<file path="src/rtl/core/lwpe_pkg.sv">
// Package for the LED wipe/pulse engine: field widths, register indexes,
// input kind codes and the saturating channel add. No dependencies.
package lwpe_pkg;

  localparam int CH_W     = 8;   // one color channel
  localparam int PIX_W    = 24;  // packed RGB pixel
  localparam int IDX_W    = 5;   // emitted pixel index
  localparam int POS_W    = 6;   // wipe position and stream counter
  localparam int STEP_W   = 8;
  localparam int LEN_W    = 7;
  localparam int OFF_W    = 8;   // signed brightness offset
  localparam int CALC_W   = 10;  // signed width for offset and channel sums
  localparam int APB_AW   = 3;
  localparam int APB_DW   = 32;

  localparam logic [LEN_W-1:0] LEN_RESET = 7'd32;

  // Register indexes, decoded from paddr[2]
  localparam logic REG_STEP   = 1'b0;
  localparam logic REG_LENGTH = 1'b1;

  // Input item kinds
  localparam logic KIND_SET  = 1'b0;
  localparam logic KIND_TICK = 1'b1;

  localparam logic signed [CALC_W-1:0] CH_MAX = 10'sd255;

  // Add a signed offset to one channel, clamp to 0..255
  function automatic logic [CH_W-1:0] sat_add(input logic [CH_W-1:0] ch,
                                               input logic signed [OFF_W-1:0] off);
    logic signed [CALC_W-1:0] sum;
    sum = $signed({2'b00, ch}) + $signed({{2{off[OFF_W-1]}}, off});
    if (sum < 0) begin
      return '0;
    end else if (sum > CH_MAX) begin
      return '1;
    end
    return sum[CH_W-1:0];
  endfunction

endpackage

</file>
<file path="src/rtl/core/lwpe_if.sv">
// Valid/ready channel interfaces for the LED wipe/pulse engine.
// Depends on lwpe_pkg for field widths.
interface lwpe_cmd_if import lwpe_pkg::*; ();
  logic            valid;
  logic            ready;
  logic            kind;
  logic [CH_W-1:0] new_red;
  logic [CH_W-1:0] new_green;
  logic [CH_W-1:0] new_blue;

  modport source (output valid, kind, new_red, new_green, new_blue, input ready);
  modport sink   (input valid, kind, new_red, new_green, new_blue, output ready);
endinterface

interface lwpe_pix_if import lwpe_pkg::*; ();
  logic             valid;
  logic             ready;
  logic [IDX_W-1:0] pixel_index;
  logic [CH_W-1:0]  out_red;
  logic [CH_W-1:0]  out_green;
  logic [CH_W-1:0]  out_blue;
  logic             last_pixel;

  modport source (output valid, pixel_index, out_red, out_green, out_blue, last_pixel,
                  input ready);
  modport sink   (input valid, pixel_index, out_red, out_green, out_blue, last_pixel,
                  output ready);
endinterface

</file>
<file path="src/rtl/core/lwpe_ram.sv">
// Generic single-write, single-read RAM with registered read data.
// No dependencies.
module lwpe_ram #(
  parameter int WIDTH = 24,
  parameter int DEPTH = 32
) (
  input  logic                                      clk,
  input  logic                                      we,
  input  logic [(DEPTH > 1 ? $clog2(DEPTH) : 1)-1:0] waddr,
  input  logic [WIDTH-1:0]                          wdata,
  input  logic                                      re,
  input  logic [(DEPTH > 1 ? $clog2(DEPTH) : 1)-1:0] raddr,
  output logic [WIDTH-1:0]                          rdata
);

  logic [WIDTH-1:0] mem [DEPTH];

  always_ff @(posedge clk) begin
    if (we) begin
      mem[waddr] <= wdata;
    end
    if (re) begin
      rdata <= mem[raddr];
    end
  end

endmodule

</file>
<file path="src/rtl/core/led_wipe_pulse_engine.sv">
// LED wipe/pulse engine top level. Depends on lwpe_pkg, lwpe_if and lwpe_ram.
//
// The engine holds a strip of STRIP_LEN RGB pixels in a RAM, a base color, a
// wipe position and a triangle-wave brightness offset. A set-color item stores
// the base color and restarts the wipe; it produces no pixels. A tick item
// writes the base color into the next pixel (while the wipe runs) and moves
// the offset by the step size, reversing at +/- the fold length. If either
// changed, a frame of STRIP_LEN pixels follows in index order, each channel
// offset with saturation at 0 and 255 (no offset when the step size is zero);
// the stored pixels are left untouched. A tick is accepted and updates the
// state first; then one saturating-add per channel handles one pixel per cycle
// while the output does not stall, behind the RAM's registered read, and the
// last read drains into the output register. cmd.ready is high only between
// frames; the last pixel may still wait in the output register while the next
// item is taken. Pixels never written read as zero through per-entry valid bits.
// Registers: step size at byte 0, fold length at byte 4 (reset 32).
module led_wipe_pulse_engine
  import lwpe_pkg::*;
#(
  parameter int STRIP_LEN = 32
) (
  input  logic              clk,
  input  logic              rst,
  lwpe_cmd_if.sink          cmd,
  lwpe_pix_if.source        pix,
  input  logic              psel,
  input  logic              penable,
  input  logic              pwrite,
  input  logic [APB_AW-1:0] paddr,
  input  logic [APB_DW-1:0] pwdata,
  output logic [APB_DW-1:0] prdata,
  output logic              pready
);

  localparam int ADDR_W = (STRIP_LEN > 1) ? $clog2(STRIP_LEN) : 1;
  localparam logic [POS_W-1:0] LED_END  = POS_W'(STRIP_LEN);
  localparam logic [POS_W-1:0] LED_LAST = POS_W'(STRIP_LEN - 1);

  // Sequencer state
  localparam logic ST_IDLE   = 1'b0;
  localparam logic ST_STREAM = 1'b1;

  logic state;

  // Configuration
  logic [STEP_W-1:0] step_size;
  logic [LEN_W-1:0]  fold_len;

  // Engine state
  logic [PIX_W-1:0]        base_color;
  logic [POS_W-1:0]        wipe_position;
  logic signed [OFF_W-1:0] bright_off;
  logic                    pulse_rising;
  logic [STRIP_LEN-1:0]    written;

  // Frame streaming
  logic signed [OFF_W-1:0] apply_off;
  logic [POS_W-1:0]        rd_idx;
  logic                    d_valid;
  logic [POS_W-1:0]        d_idx;
  logic                    d_written;
  logic [PIX_W-1:0]        rdata;

  // Output register
  logic             out_valid;
  logic [IDX_W-1:0] o_idx;
  logic [CH_W-1:0]  o_red;
  logic [CH_W-1:0]  o_green;
  logic [CH_W-1:0]  o_blue;
  logic             o_last;

  logic cmd_fire;
  logic cfg_write;
  logic wipe_active;
  logic out_free;
  logic rd_more;
  logic ram_we;
  logic ram_re;
  logic [PIX_W-1:0] px;

  logic signed [CALC_W-1:0] len_s;
  logic signed [CALC_W-1:0] off_sum;
  logic signed [OFF_W-1:0]  bright_off_next;
  logic                     pulse_rising_next;

  assign pready    = 1'b1;
  assign cfg_write = psel && penable && pwrite && pready;
  assign prdata    = (paddr[2] == REG_LENGTH) ? APB_DW'(fold_len) : APB_DW'(step_size);

  assign cmd.ready   = (state == ST_IDLE);
  assign cmd_fire    = cmd.valid && cmd.ready;
  assign wipe_active = (wipe_position < LED_END);

  // Triangle step: full-width sum, then fold back at +/- the fold length
  assign len_s   = $signed({3'b000, fold_len});
  assign off_sum = pulse_rising
                 ? $signed({{2{bright_off[OFF_W-1]}}, bright_off})
                   + $signed({2'b00, step_size})
                 : $signed({{2{bright_off[OFF_W-1]}}, bright_off})
                   - $signed({2'b00, step_size});

  always_comb begin
    bright_off_next   = off_sum[OFF_W-1:0];
    pulse_rising_next = pulse_rising;
    if (off_sum >= len_s) begin
      bright_off_next   = OFF_W'(len_s - 10'sd1);
      pulse_rising_next = 1'b0;
    end else if (off_sum <= -len_s) begin
      bright_off_next   = OFF_W'(10'sd1 - len_s);
      pulse_rising_next = 1'b1;
    end
  end

  // Output stage frees when empty or its transfer completes this cycle
  assign out_free = !out_valid || pix.ready;
  assign rd_more  = (rd_idx < LED_END);
  assign ram_we   = cmd_fire && (cmd.kind == KIND_TICK) && wipe_active;
  assign ram_re   = (state == ST_STREAM) && out_free && rd_more;
  assign px       = d_written ? rdata : '0;

  lwpe_ram #(
    .WIDTH (PIX_W),
    .DEPTH (STRIP_LEN)
  ) u_store (
    .clk   (clk),
    .we    (ram_we),
    .waddr (wipe_position[ADDR_W-1:0]),
    .wdata (base_color),
    .re    (ram_re),
    .raddr (rd_idx[ADDR_W-1:0]),
    .rdata (rdata)
  );

  always_ff @(posedge clk) begin
    if (rst) begin
      state         <= ST_IDLE;
      step_size     <= '0;
      fold_len      <= LEN_RESET;
      base_color    <= '0;
      wipe_position <= LED_END;
      bright_off    <= '0;
      pulse_rising  <= 1'b1;
      written       <= '0;
      rd_idx        <= '0;
      d_valid       <= 1'b0;
      out_valid     <= 1'b0;
    end else begin
      if (cfg_write) begin
        unique case (paddr[2])
          REG_STEP:   step_size <= pwdata[STEP_W-1:0];
          REG_LENGTH: fold_len  <= pwdata[LEN_W-1:0];
          default:    ;
        endcase
      end

      unique case (state)
        ST_IDLE: begin
          if (cmd_fire) begin
            if (cmd.kind == KIND_SET) begin
              base_color    <= {cmd.new_red, cmd.new_green, cmd.new_blue};
              wipe_position <= '0;
            end else begin
              // Advance the wipe and the pulse, then stream if anything moved
              if (wipe_active) begin
                written[wipe_position[ADDR_W-1:0]] <= 1'b1;
                wipe_position <= wipe_position + POS_W'(1);
              end
              if (step_size != '0) begin
                bright_off   <= bright_off_next;
                pulse_rising <= pulse_rising_next;
              end
              if (wipe_active || (step_size != '0)) begin
                state  <= ST_STREAM;
                rd_idx <= '0;
              end
            end
          end
        end
        ST_STREAM: begin
          if (out_free) begin
            if (rd_more) begin
              rd_idx  <= rd_idx + POS_W'(1);
              d_valid <= 1'b1;
            end else begin
              // Last pixel moves to the output register this cycle
              d_valid <= 1'b0;
              state   <= ST_IDLE;
            end
          end
        end
        default: state <= ST_IDLE;
      endcase

      if (out_free) begin
        out_valid <= d_valid;
      end
    end
  end

  // Payload registers: no reset needed
  always_ff @(posedge clk) begin
    if (cmd_fire && (cmd.kind == KIND_TICK)) begin
      apply_off <= (step_size != '0) ? bright_off_next : '0;
    end
    if (ram_re) begin
      d_idx     <= rd_idx;
      d_written <= written[rd_idx[ADDR_W-1:0]];
    end
    if (out_free && d_valid) begin
      o_idx   <= d_idx[IDX_W-1:0];
      o_red   <= sat_add(px[23:16], apply_off);
      o_green <= sat_add(px[15:8], apply_off);
      o_blue  <= sat_add(px[7:0], apply_off);
      o_last  <= (d_idx == LED_LAST);
    end
  end

  assign pix.valid       = out_valid;
  assign pix.pixel_index = o_idx;
  assign pix.out_red     = o_red;
  assign pix.out_green   = o_green;
  assign pix.out_blue    = o_blue;
  assign pix.last_pixel  = o_last;

  // Pending read data exists only inside a frame
  a_dvalid_in_stream: assert property (@(posedge clk) disable iff (rst)
    d_valid |-> (state == ST_STREAM))
    else $error("read stage valid outside a frame");

  // Stream counter never runs past the strip
  a_rd_idx_range: assert property (@(posedge clk) disable iff (rst)
    rd_idx <= LED_END)
    else $error("stream counter beyond LED count");

  // A tick with the wipe running always starts a frame
  a_tick_starts_frame: assert property (@(posedge clk) disable iff (rst)
    (cmd_fire && (cmd.kind == KIND_TICK) && wipe_active) |=> (state == ST_STREAM))
    else $error("tick with wipe running did not start a frame");

  // The offset stays within +/-126 after any update
  a_offset_range: assert property (@(posedge clk) disable iff (rst)
    (bright_off != -8'sd128) && (bright_off != 8'sd127))
    else $error("pulse offset out of range");

endmodule

</file>
<file path="src/flat_wrapper.sv">
// flat-port wrapper written by rule: the top's interface ports become plain ports
module led_wipe_pulse_engine_flat import lwpe_pkg::*;
#(
  parameter int STRIP_LEN = 32
)
  (clk, rst, psel, penable, pwrite, paddr, pwdata, prdata, pready, cmd_valid, cmd_kind, cmd_new_red, cmd_new_green, cmd_new_blue, cmd_ready, pix_valid, pix_pixel_index, pix_out_red, pix_out_green, pix_out_blue, pix_last_pixel, pix_ready);
  lwpe_cmd_if cmd_i ();
  lwpe_pix_if pix_i ();
  input  logic clk;
  input  logic rst;
  input  logic psel;
  input  logic penable;
  input  logic pwrite;
  input  logic [APB_AW-1:0] paddr;
  input  logic [APB_DW-1:0] pwdata;
  output logic [APB_DW-1:0] prdata;
  output logic pready;
  input wire logic [$bits(cmd_i.valid)-1:0] cmd_valid;
  input wire logic [$bits(cmd_i.kind)-1:0] cmd_kind;
  input wire logic [$bits(cmd_i.new_red)-1:0] cmd_new_red;
  input wire logic [$bits(cmd_i.new_green)-1:0] cmd_new_green;
  input wire logic [$bits(cmd_i.new_blue)-1:0] cmd_new_blue;
  output wire logic [$bits(cmd_i.ready)-1:0] cmd_ready;
  output wire logic [$bits(pix_i.valid)-1:0] pix_valid;
  output wire logic [$bits(pix_i.pixel_index)-1:0] pix_pixel_index;
  output wire logic [$bits(pix_i.out_red)-1:0] pix_out_red;
  output wire logic [$bits(pix_i.out_green)-1:0] pix_out_green;
  output wire logic [$bits(pix_i.out_blue)-1:0] pix_out_blue;
  output wire logic [$bits(pix_i.last_pixel)-1:0] pix_last_pixel;
  input wire logic [$bits(pix_i.ready)-1:0] pix_ready;
  assign cmd_i.valid = cmd_valid;
  assign cmd_i.kind = cmd_kind;
  assign cmd_i.new_red = cmd_new_red;
  assign cmd_i.new_green = cmd_new_green;
  assign cmd_i.new_blue = cmd_new_blue;
  assign cmd_ready = cmd_i.ready;
  assign pix_valid = pix_i.valid;
  assign pix_pixel_index = pix_i.pixel_index;
  assign pix_out_red = pix_i.out_red;
  assign pix_out_green = pix_i.out_green;
  assign pix_out_blue = pix_i.out_blue;
  assign pix_last_pixel = pix_i.last_pixel;
  assign pix_i.ready = pix_ready;
  led_wipe_pulse_engine #(.STRIP_LEN(STRIP_LEN)) u_core (.clk(clk), .rst(rst), .cmd(cmd_i), .pix(pix_i), .psel(psel), .penable(penable), .pwrite(pwrite), .paddr(paddr), .pwdata(pwdata), .prdata(prdata), .pready(pready));
endmodule
</file>
<file path="config.mk">
export PLATFORM = sky130hd
export DESIGN_NAME = led_wipe_pulse_engine_flat
export DESIGN_NICKNAME = d
export VERILOG_FILES = /design/src/rtl/core/lwpe_pkg.sv /design/src/rtl/core/lwpe_if.sv /design/src/rtl/core/lwpe_ram.sv /design/src/rtl/core/led_wipe_pulse_engine.sv /design/src/flat_wrapper.sv
export SDC_FILE = /design/constraint.sdc
export NUM_CORES = 1
export LEC_CHECK = 0
export BUFFER_PORTS_ARGS = -buffer_cell sky130_fd_sc_hd__buf_2
export CAP_MARGIN = 15
export CORE_MARGIN = 5
export CORE_UTILIZATION = 62
export DETAILED_ROUTE_END_ITERATION = 8
export PLACE_DENSITY_LB_ADDON = 0.1
export SLEW_MARGIN = 20
export SYNTH_ARGS = -nofsm -noshare
export SYNTH_HDL_FRONTEND = slang
export SYNTH_HIERARCHICAL = 1
export SYNTH_SLANG_ARGS = --single-unit
export TNS_END_PERCENT = 1
</file>
<file path="constraint.sdc">
create_clock -name clk -period 6.2 [get_ports clk]
set_clock_uncertainty 0.15 [all_clocks]
set_input_delay 0.62 -clock clk [delete_from_list [all_inputs] [get_ports clk]]
set_output_delay 0.62 -clock clk [all_outputs]
set_load 0.02 [all_outputs]
</file>
# Word level (Yosys, flattened, before mapping)
# Memory sizes are Yosys's and may differ from the RTL's. A register that Yosys moved wholly into a read port is not among the register bits.
# Cells that the tools add are included.
[classes]
add_sub_neg = 10
order_cmp = 13
n_eq_ne = 7
mux = 45
n_bitwise = 4
n_reduce_logical = 23
[op_table]
columns = ["op", "n"]
rows = [
  ["2-to-1 mux 8 bit", 12],
  ["2-to-1 mux 6 bit", 7],
  ["bitwise OR 32 bit", 1],
  ["adder 9 x 8 -> 10 bit", 3],
  ["> comparator 10 x 9 -> 1 bit, second input constant", 3],
  ["less-than comparator 10 x 1 -> 1 bit, second input constant", 3],
  ["2-to-1 mux 24 bit", 1],
  ["2-to-1 mux 1 bit", 20],
  ["adder 6 x 1 -> 6 bit, second input constant", 2],
  ["less-than comparator 5 x 6 -> 1 bit, second input constant", 2],
  ["less-than comparator 6 bit, second input constant", 2],
  ["one-hot mux 6 bit (2 select lines)", 1],
  ["adder 8 x 9 -> 10 bit", 1],
  [">= comparator 10 x 8 -> 1 bit", 1],
  ["<= comparator 10 bit", 1],
  ["2-to-1 mux 10 bit", 1],
  ["!= test 2 bit, second input constant", 5],
  ["negation 7 -> 10 bit", 1],
  ["AND reduction 5 bit", 2],
  ["subtractor 8 x 9 -> 10 bit", 1],
  ["logical AND 1 bit", 9],
  ["AND reduction 4 bit", 2],
  ["nonzero test 8 bit", 1],
  ["subtractor 1 x 7 -> 8 bit, first input constant", 1],
  ["13 further kinds", 19],
]
[word_totals]
register_bits = 140
ram_bits = 768
inputBits = 67
memories = 1
[memory_table]
columns = ["memory", "words", "word_bits", "rd", "rd_clocked_by_memory_dff", "wr", "line", "text"]
rows = [
  ["u_core.u_store.mem", 32, 24, 1, 1, 1, "lwpe_ram.sv:16", "logic [WIDTH-1:0] mem [DEPTH];"],
]

# Logic depth before layout (Yosys ltp)
# Gate-level depths: netlist (run 1).
[depth]
word_depth = 7
mapped_depth = 23

# Hierarchy
# The synthesis (run 1) kept the hierarchy.
[modules_own_cells]
columns = ["module", "n_inst", "cells_each", "area_per_inst_um2"]
rows = [
  ["lwpe_ram", 1, 1711, 30720.7],
  ["led_wipe_pulse_engine", 1, 915, 8287.9],
]

# Worst setup path before layout (run 1)
# No wires, ideal clock.
[synth_path]
kind = "flip-flop to flip-flop"
start = "reg u_core.step_size[0]"
end = "reg u_core.apply_off[3], data pin"
setup_ns = 0.280
t_arrival_ns = 4.281
slack_ns = 1.489
stages_incl_launch_ff = 23
cell_sequence = "dfxtp_1 > inv_1 > ha_1 > and4b_1 > clkbuf_1 > nor2_1 > ha_1 > buf_1 > a21oi_1 > o21ai_0 > or3_1 > and2_1 > inv_1 > buf_2 > ha_1 > nor4b_2 > nor3b_1 > o221a_2 > a2111oi_4 > buf_2 > nor2_1 > a221oi_2 > a311oi_1"
[synth_via]
elab_chain_len = 5
elab_cells_between_ends = 8
classes_between = "add/sub (2); order compare (2); mux (3); reduce/logical (1)"
[synth_lines]
columns = ["element", "line", "text"]
rows = [
  ["start: declaration", "led_wipe_pulse_engine.sv:46", "logic [STEP_W-1:0] step_size;"],
  ["start signal: assignment", "led_wipe_pulse_engine.sv:150", "REG_STEP: step_size <= pwdata[STEP_W-1:0];"],
  ["subtractor 8 x 9 -> 10 bit or adder 8 x 9 -> 10 bit (tied branches)", "led_wipe_pulse_engine.sv:100, led_wipe_pulse_engine.sv:98", ""],
  ["2-to-1 mux 10 bit", "led_wipe_pulse_engine.sv:97", "? $signed({{2{bright_off[OFF_W-1]}}, bright_off})"],
  ["<= comparator 10 bit", "led_wipe_pulse_engine.sv:108", "end else if (off_sum <= -len_s) begin"],
  ["2-to-1 mux 8 bit", "led_wipe_pulse_engine.sv:108", ""],
  ["2-to-1 mux 8 bit", "led_wipe_pulse_engine.sv:105", "if (off_sum >= len_s) begin"],
  ["end signal: assignment", "led_wipe_pulse_engine.sv:203", "apply_off <= (step_size != '0) ? bright_off_next : '0;"],
  ["end: declaration", "led_wipe_pulse_engine.sv:57", "logic signed [OFF_W-1:0] apply_off;"],
]
# Parallel ways exist; a longest one is shown, timed or not.
# A chain may end at the register's enable or synchronous reset.

# Worst setup path in the final report (run 1)
[layout_path]
start = "reg u_core.step_size[0]"
end = "reg u_core.apply_off[2], data pin"
# Same word-level chain as after synthesis.

==> impl_metrics.env, run 1 <==
export IMPL_cts_sinks=932
export IMPL_p_leak_nw=14.52
export IMPL_finalWeightedCongestion=0.8410
export IMPL_fmax_mhz=173.0
export IMPL_regArea_um2=27060
export IMPL_synth_most_common_cell="edfxtp_1"
export IMPL_grt_pass1_vias=22540
export IMPL_via_per_inst=6.158
export IMPL_synth_top_area_share=0.6443
export IMPL_synth_simple_gate_area_frac=0.06405
export IMPL_tightest_slew_ns=1.057
export IMPL_worstPathArrival_ns=6.00
export IMPL_cts_hold_buf=0
export IMPL_grt_max_degree=91
export IMPL_io_buffers=80
export IMPL_grtUsageTotal=0.2649
export IMPL_p_sw_mw=2.852
export IMPL_instances_no_fill=3654
export IMPL_post_drt_wl_per_cell_um=24.75
export IMPL_crit_path_end_kind="flip-flop"
export IMPL_r2r_end="u_core/apply_off[2]"
export IMPL_cts_resized=0
export IMPL_maxCapViolCount=0
export IMPL_period_share=0.9324
export IMPL_max_slew_margin=0.2942
export IMPL_synth_top_family_by_area="multiplexers"
export IMPL_path_cells="inv_1 -> ha_1 -> nand2_1 -> nor3_1 -> nor2_1 -> xor2_1 -> ha_1 -> a21o_1 -> a31oi_1 -> o21ai_0 -> o21ai_0 -> and2_1 -> inv_1 -> ha_1 -> nor4b_2 -> nor3b_1 -> o221a_2 -> a2111oi_4 -> buf_4 -> and2_1 -> a221oi_1 -> nor3_1"
export IMPL_synth_fa_ha_area_frac=0.02162
export IMPL_antenna_found_initial=1
export IMPL_ys_types=70
export IMPL_final_core_util=0.6906
export IMPL_drt_total_wl_um=90440
export IMPL_pwr_share_seq=0.528
export IMPL_yosysSeqAreaShare=0.6931
export IMPL_grt_pass1_wl_um=136100
export IMPL_clk_latency_ns=0.65
export IMPL_postSynthAreaPerCell_um2=14.85
export IMPL_cp_start_kind="flip-flop"
export IMPL_initial_utilization=0.6218
export IMPL_required_ns=6.42
export IMPL_ys_ff_latch=932
export IMPL_rows=92
export IMPL_path_max_fanout=16
export IMPL_vdd_drop_max_mv=0.2636
export IMPL_root_buffer="clkbuf_16"
export IMPL_gr_total_overflow=0
export IMPL_initialDrtViolationCount=2186
export IMPL_clockPowerShare=0.415
export IMPL_hpwl_um=54350
export IMPL_ff2ff_setup_slack_ns=0.42
export IMPL_drc=0
export IMPL_cts_tree="built"
export IMPL_finalPower_mw=13.21
export IMPL_synth_edf_count=837
export IMPL_area_delta_synth_final_pct=11.06
export IMPL_r2r_cells=22
export IMPL_min_path_cells=3
export IMPL_power_density_nw_per_um2=304.9
export IMPL_vias=22500
export IMPL_yosys_area_top_type="edfxtp_1"
export IMPL_fin_area_um2=43320
export IMPL_clkTransAtPathRegs_ns=0.06
export IMPL_finalMaxSlewViolations=0
export IMPL_synth_compound_area_frac=0.07653
export IMPL_clockBufferDepth=3
export IMPL_synth_mux_area_frac=0.1071
export IMPL_postRouteAntennaNets=0
export IMPL_run_status="finished clean"
export IMPL_die_y_um=260.8
export IMPL_die_w_um=260.8
export IMPL_place_area_um2=40310
export IMPL_synthArstFlopShare=0
export IMPL_comb_power_share=0.057
export IMPL_setup_viol=0
export IMPL_placed_cells=3481
export IMPL_hold_viol=0
export IMPL_multi_input_area_um2=11050
export IMPL_swShare=0.2159
export IMPL_netlist_top_cells_count="edfxtp_1 (837), mux2i_1 (386), a21oi_1 (181), nand2_1 (177), nor2_1 (119)"
export IMPL_path_class="reg2reg"
export IMPL_crit_path_max_incr_delay_ns=0.54
export IMPL_synth_warnings=6
export IMPL_die_area_um2=68030
export IMPL_finalSetupTns_ns=0
export IMPL_cts_setup_buffers=0
export IMPL_ios=132
export IMPL_hold_path_class="in2reg"
export IMPL_rsz0062_at_grt="no"
export IMPL_slowest_stage="and2_1"
export IMPL_drive_gt1_frac=0.1311
export IMPL_hold_start="cmd_new_green[2]"
export IMPL_synth_top_cells_by_area="edfxtp_1 (64%), mux2i_1 (9.9%), dfxtp_1 (4.9%)"
export IMPL_whs_endpoint="u_core/base_color[10]"
export IMPL_worst_path_buf_inv=3
export IMPL_fin_nets=2861
export IMPL_dr_pass1_iters=5
export IMPL_h_tree_depth=3
export IMPL_crit_top_cell="ha_1"
export IMPL_min_period_ns=5.781
export IMPL_synthCells=2626
export IMPL_cts_buffers=92
export IMPL_critPathTopFamily="simple AND/OR/NAND/NOR gates"
export IMPL_nFillCells=4205
export IMPL_fp_coreArea_um2=62740
export IMPL_ys_flop_type="edfxtp_1"
export IMPL_r2r_start="u_core/step_size[0]"
export IMPL_power_internal_mw=10.36
export IMPL_synth_xor_area_share=0.008532
export IMPL_synth_area_um2=39010
## per-stage QoR
step           hold slack (ns)  worst slack, ns
2_1_floorplan           0.2676            1.489
5_1_grt                0.05615           0.1474
3_5_place_dp            0.2954           0.5773
6_report               0.05869           0.4191
3_3_place_gp            0.2874           0.6546
4_1_cts                0.03044           0.5650
## flip-flops by register name, indices dropped and copies added, names as in the netlist
signal	count
u_core/u_store/mem	768
u_core/written	32
u_core/base_color	24
u_core/u_store/rdata	24
u_core/apply_off	8
u_core/bright_off	8
u_core/pix.out_blue	8
u_core/pix.out_green	8
u_core/pix.out_red	8
u_core/step_size	8
u_core/fold_len	7
u_core/d_idx	6
u_core/rd_idx	6
u_core/wipe_position	6
u_core/pix.pixel_index	5
u_core/d_valid	1
u_core/d_written	1
u_core/pix.last_pixel	1
u_core/pix.valid	1
u_core/pulse_rising	1
u_core/state	1
## how the worst max path moves through the flow
stage | from | endpoint | slack [ns] | cells past startpoint
after global placement | u_core/step_size[0] | u_core/apply_off[2] | 0.65 | 22
final | u_core/step_size[0] | u_core/apply_off[2] | 0.42 | 22
after detailed placement | u_core/step_size[0] | u_core/apply_off[2] | 0.58 | 22
after global routing | u_core/step_size[0] | u_core/apply_off[2] | 0.15 | 22
after floorplan | u_core/step_size[0] | u_core/apply_off[3] | 1.49 | 22
after CTS | u_core/step_size[0] | u_core/apply_off[2] | 0.56 | 22
## layout by cell type (no fill, tap or decap), types with 5 or more instances in the layout
cell / netlist / routed
a211oi_1: 9 / 9
a21o_1: 37 / 37
a21oi_1: 181 / 181
a22o_1: 48 / 48
a22oi_1: 74 / 74
a31oi_1: 30 / 30
and2_1: 29 / 28
buf_12: 0 / 6
buf_2: 30 / 80
buf_4: 38 / 64
bufinv_16: 0 / 8
clkbuf_1: 54 / 26
clkbuf_16: 0 / 95
clkinv_1: 1 / 22
clkinv_2: 0 / 10
conb_1: 2 / 25
dfxtp_1: 95 / 81
dfxtp_2: 0 / 13
edfxtp_1: 837 / 837
ha_1: 61 / 61
inv_1: 40 / 40
mux2_2: 8 / 8
mux2i_1: 386 / 386
mux4_2: 10 / 10
nand2_1: 177 / 177
nand2b_1: 20 / 19
nand3_1: 90 / 90
nand3b_1: 5 / 5
nand4_1: 9 / 9
nor2_1: 119 / 85
nor2_2: 0 / 32
nor3_1: 47 / 46
nor3b_1: 10 / 10
o21ai_0: 18 / 18
o21ai_1: 5 / 5
or3_1: 8 / 8
xnor2_1: 20 / 20
xor2_1: 18 / 18
## area by class of cell
| cell class | count | area share |
|---|---|---|
| flip-flops and latches | 932 | 0.6245 |
| multi-input cells | 1512 | 0.2551 |
| clock buffers | 122 | 0.05744 |
| well taps | 846 | 0.02443 |
| repair buffers | 150 | 0.02310 |
| clock inverters | 49 | 0.01170 |
| inverters | 41 | 0.003552 |
| diodes | 2 | 0.0001155 |
## routing by layer
layer / global-route usage / wire length [um]
met1: 0.3830 / 38980
met2: 0.4276 / 43570
met3: 0.04054 / 5893
met4: 0.07264 / 1999
met5: 0 / 0
## power by group through the flow
| stage | clock, mW | combinational [mW] | sequential, mW |
|---|---|---|---|
| after global placement | 0 | 0.729 | 7.11 |
| final | 5.48 | 0.749 | 6.98 |
| after CTS | 5.56 | 0.748 | 6.98 |
| after global routing | 5.84 | 0.810 | 6.98 |
| after floorplan | 0 | 0.571 | 7.08 |
| after detailed placement | 0 | 0.744 | 7.11 |
## cells by family (layout without fill, tap and decap cells)
group                    after synthesis  in the layout
adder cells (fa/ha/maj)               65             65
AO/OA/AOI/OAI                        443            443
flip-flops                           932            932
multiplexers                         404            404
buffers and inverters                205            362
other                                  2             27
XOR/XNOR                              38             38
AND/OR/NAND/NOR                      537            537
## worst reg2reg max path, stage by stage, from the launching register on
cell and delay [ns]:
dfxtp_1 0.44, inv_1 0.09, ha_1 0.25, nand2_1 0.07
nor3_1 0.04, nor2_1 0.13, xor2_1 0.24, ha_1 0.30
a21o_1 0.26, a31oi_1 0.17, o21ai_0 0.12, o21ai_0 0.13
and2_1 0.54, inv_1 0.39, ha_1 0.46, nor4b_2 0.35
nor3b_1 0.26, o221a_2 0.25, a2111oi_4 0.06, buf_4 0.23
and2_1 0.17, a221oi_1 0.32, nor3_1 0.09
Note: power is estimated with default switching activity, not from simulation.
==> run 2: changes to the inputs <==
- PLACE_DENSITY: not set -> 0.89
- PLACE_DENSITY_LB_ADDON: 0.1 -> not set
==> run 2 against run 1 <==
Compared with the run above:
- hold slack better by 0.013 ns
- setup slack improved by 0.24 ns
- die area is the same
- clock power down 2%
- sequential power is essentially flat
- via count increased by 6.3%
- fmax grew 4.4%
- cell count is 0.55% lower
- power fell by 0.83%
- combinational power about the same
==> impl_metrics.env, run 2 (synthesis results as in run 1) <==
export IMPL_run_status="finished clean"
export IMPL_tightest_slew_ns=1.116
export IMPL_wl_met3_um=9835
export IMPL_final_common_cell="edfxtp_1"
export IMPL_via_per_inst=6.583
export IMPL_finalMaxSlewViolations=0
export IMPL_postRouteAntennaNets=0
export IMPL_cts_hold_buf=0
export IMPL_multi_input_area_um2=11050
export IMPL_hold_viol=0
export IMPL_route_met2_wl_um=48020
export IMPL_nFillCells=3820
export IMPL_pwr_share_seq=0.534
export IMPL_die_y_um=260.8
export IMPL_cts_resized=0
export IMPL_initial_utilization=0.6218
export IMPL_path_class="reg2reg"
export IMPL_die_w_um=260.8
export IMPL_antenna_cells=0
export IMPL_cts_setup_buffers=0
export IMPL_vias=23920
export IMPL_hold_path_class="in2reg"
export IMPL_cts_sinks=932
export IMPL_comb_power_share=0.057
export IMPL_die_area_um2=68030
export IMPL_reg_top3="u_core/u_store/mem x768, u_core/written x32"
export IMPL_top_layer="met5"
export IMPL_drive_gt1_frac=0.1316
export IMPL_final_core_util=0.6874
export IMPL_grt_max_degree=106
export IMPL_vdd_drop_max_mv=0.3081
export IMPL_largest_reg_flops=768
export IMPL_finalWeightedCongestion=0.8876
export IMPL_required_ns=6.41
export IMPL_hpwl_um=54730
export IMPL_grt_pass1_vias=24500
export IMPL_place_area_um2=40230
export IMPL_grt_pass1_wl_um=143700
export IMPL_dr_pass1_iters=6
export IMPL_fp_coreArea_um2=62740
export IMPL_period_share=0.8930
export IMPL_antenna_found_initial=2
export IMPL_instances_no_fill=3634
export IMPL_finalSetupTns_ns=0
export IMPL_drc=0
export IMPL_cts_buffers=88
export IMPL_post_drt_wl_per_cell_um=26.50
export IMPL_swShare=0.2189
export IMPL_path_max_fanout=12
export IMPL_regMostFlops="u_core/u_store/mem"
export IMPL_h_tree_depth=3
export IMPL_setup_viol=0
export IMPL_clockBufferDepth=3
export IMPL_fmax_mhz=180.6
export IMPL_max_slew_margin=0.2552
export IMPL_clkTransAtPathRegs_ns=0.07
export IMPL_p_leak_nw=14.44
export IMPL_worst_slack_ns=0.6632
export IMPL_crit_path_end_kind="flip-flop"
export IMPL_worstPathArrival_ns=5.75
export IMPL_ios=132
export IMPL_grtUsageTotal=0.2786
export IMPL_fin_area_um2=43120
export IMPL_rsz0062_at_grt="no"
export IMPL_fin_nets=2849
export IMPL_drt_met1_wl_um=34690
export IMPL_gr_total_overflow=0
export IMPL_root_buffer="clkbuf_16"
export IMPL_initialDrtViolationCount=2942
export IMPL_cp_start_kind="flip-flop"
export IMPL_power_internal_mw=10.23
export IMPL_maxCapViolCount=0
export IMPL_io_buffers=80
export IMPL_regArea_um2=27060
export IMPL_cts_tree="built"
export IMPL_placed_cells=3473
export IMPL_area_delta_synth_final_pct=10.54
export IMPL_power_density_nw_per_um2=303.8
export IMPL_clk_latency_ns=0.65
export IMPL_final_cell_mix="edfxtp_1 (837), mux2i_1 (386), a21oi_1 (181)"
export IMPL_p_sw_mw=2.868
export IMPL_rows=92
export IMPL_clockPowerShare=0.409
export IMPL_min_period_ns=5.537
export IMPL_place_ws_ns=0.7797
export IMPL_drt_total_wl_um=96300
## run 2: changes by cell type in the layout (fill, tap and decap cells not counted), sizes merged
cell | previous run | this run
buf | 150 | 142
bufinv | 8 | 7
diode | 2 | 0
clkbuf | 122 | 116
clkinvlp | 3 | 2
clkinv | 35 | 33
## run 2: power groups by stage
| stage | Combinational (mW) | Sequential (mW) | Clock, mW |
|---|---|---|---|
| global placement | 0.698 | 7.11 | 0 |
| finish | 0.747 | 6.99 | 5.36 |
| detailed placement | 0.723 | 7.12 | 0 |
| global route | 0.801 | 7.00 | 5.66 |
| CTS | 0.735 | 6.99 | 5.38 |
| floorplan | 0.571 | 7.08 | 0 |
## run 2: per-layer routing
layer / track usage / up-vias
li1: - / 10180
met3: 0.05437 / 273
met5: 0 / -
met1: 0.3560 / 11890
met4: 0.1118 / 4
met2: 0.4739 / 1581
## run 2: path summary, 6_finish.rpt
kind / start / to / slack [ns] / cells after the start
hold reg to reg: u_core/d_idx[4] / u_core/pix.pixel_index[4] / 0.30 / 0
hold / removal: cmd_new_blue[4] / u_core/base_color[4] / 0.07 / 3
setup / recovery: u_core/step_size[0] / u_core/apply_off[5] / 0.66 / 22
setup reg to reg: u_core/step_size[0] / u_core/apply_off[5] / 0.66 / 22
## run 2: layout make-up
class                           instances  share of cell area
Sequential cell                       932              0.6276
Multi-Input combinational cell       1512              0.2563
Clock buffer                          116             0.05612
Tap cell                              846             0.02455
Timing Repair Buffer                  142             0.02153
Clock inverter                         45             0.01042
Inverter                               41            0.003569
## run 2: metrics by stage
stage                     hold slack [ns]  power [mW]
final                             0.07208       13.10
after floorplan                    0.2676       7.654
after CTS                         0.05918       13.11
after global placement             0.2806       7.811
after global routing              0.08787       13.46
after detailed placement           0.2857       7.845
## run 2: worst max-delay path, cell delays in order (launching register included)
cell	delay (ns)
dfxtp_1	0.43
inv_1	0.08
ha_1	0.25
nand2_1	0.07
nor3_1	0.04
nor2_1	0.13
xor2_1	0.25
ha_1	0.30
a21o_1	0.27
a31oi_1	0.17
o21ai_0	0.12
o21ai_0	0.13
and2_1	0.53
inv_1	0.14
ha_1	0.36
nor4b_2	0.19
nor3b_1	0.14
o221a_2	0.13
a2111oi_4	0.67
buf_4	0.28
nor2_1	0.06
a221oi_2	0.25
nor3_1	0.10
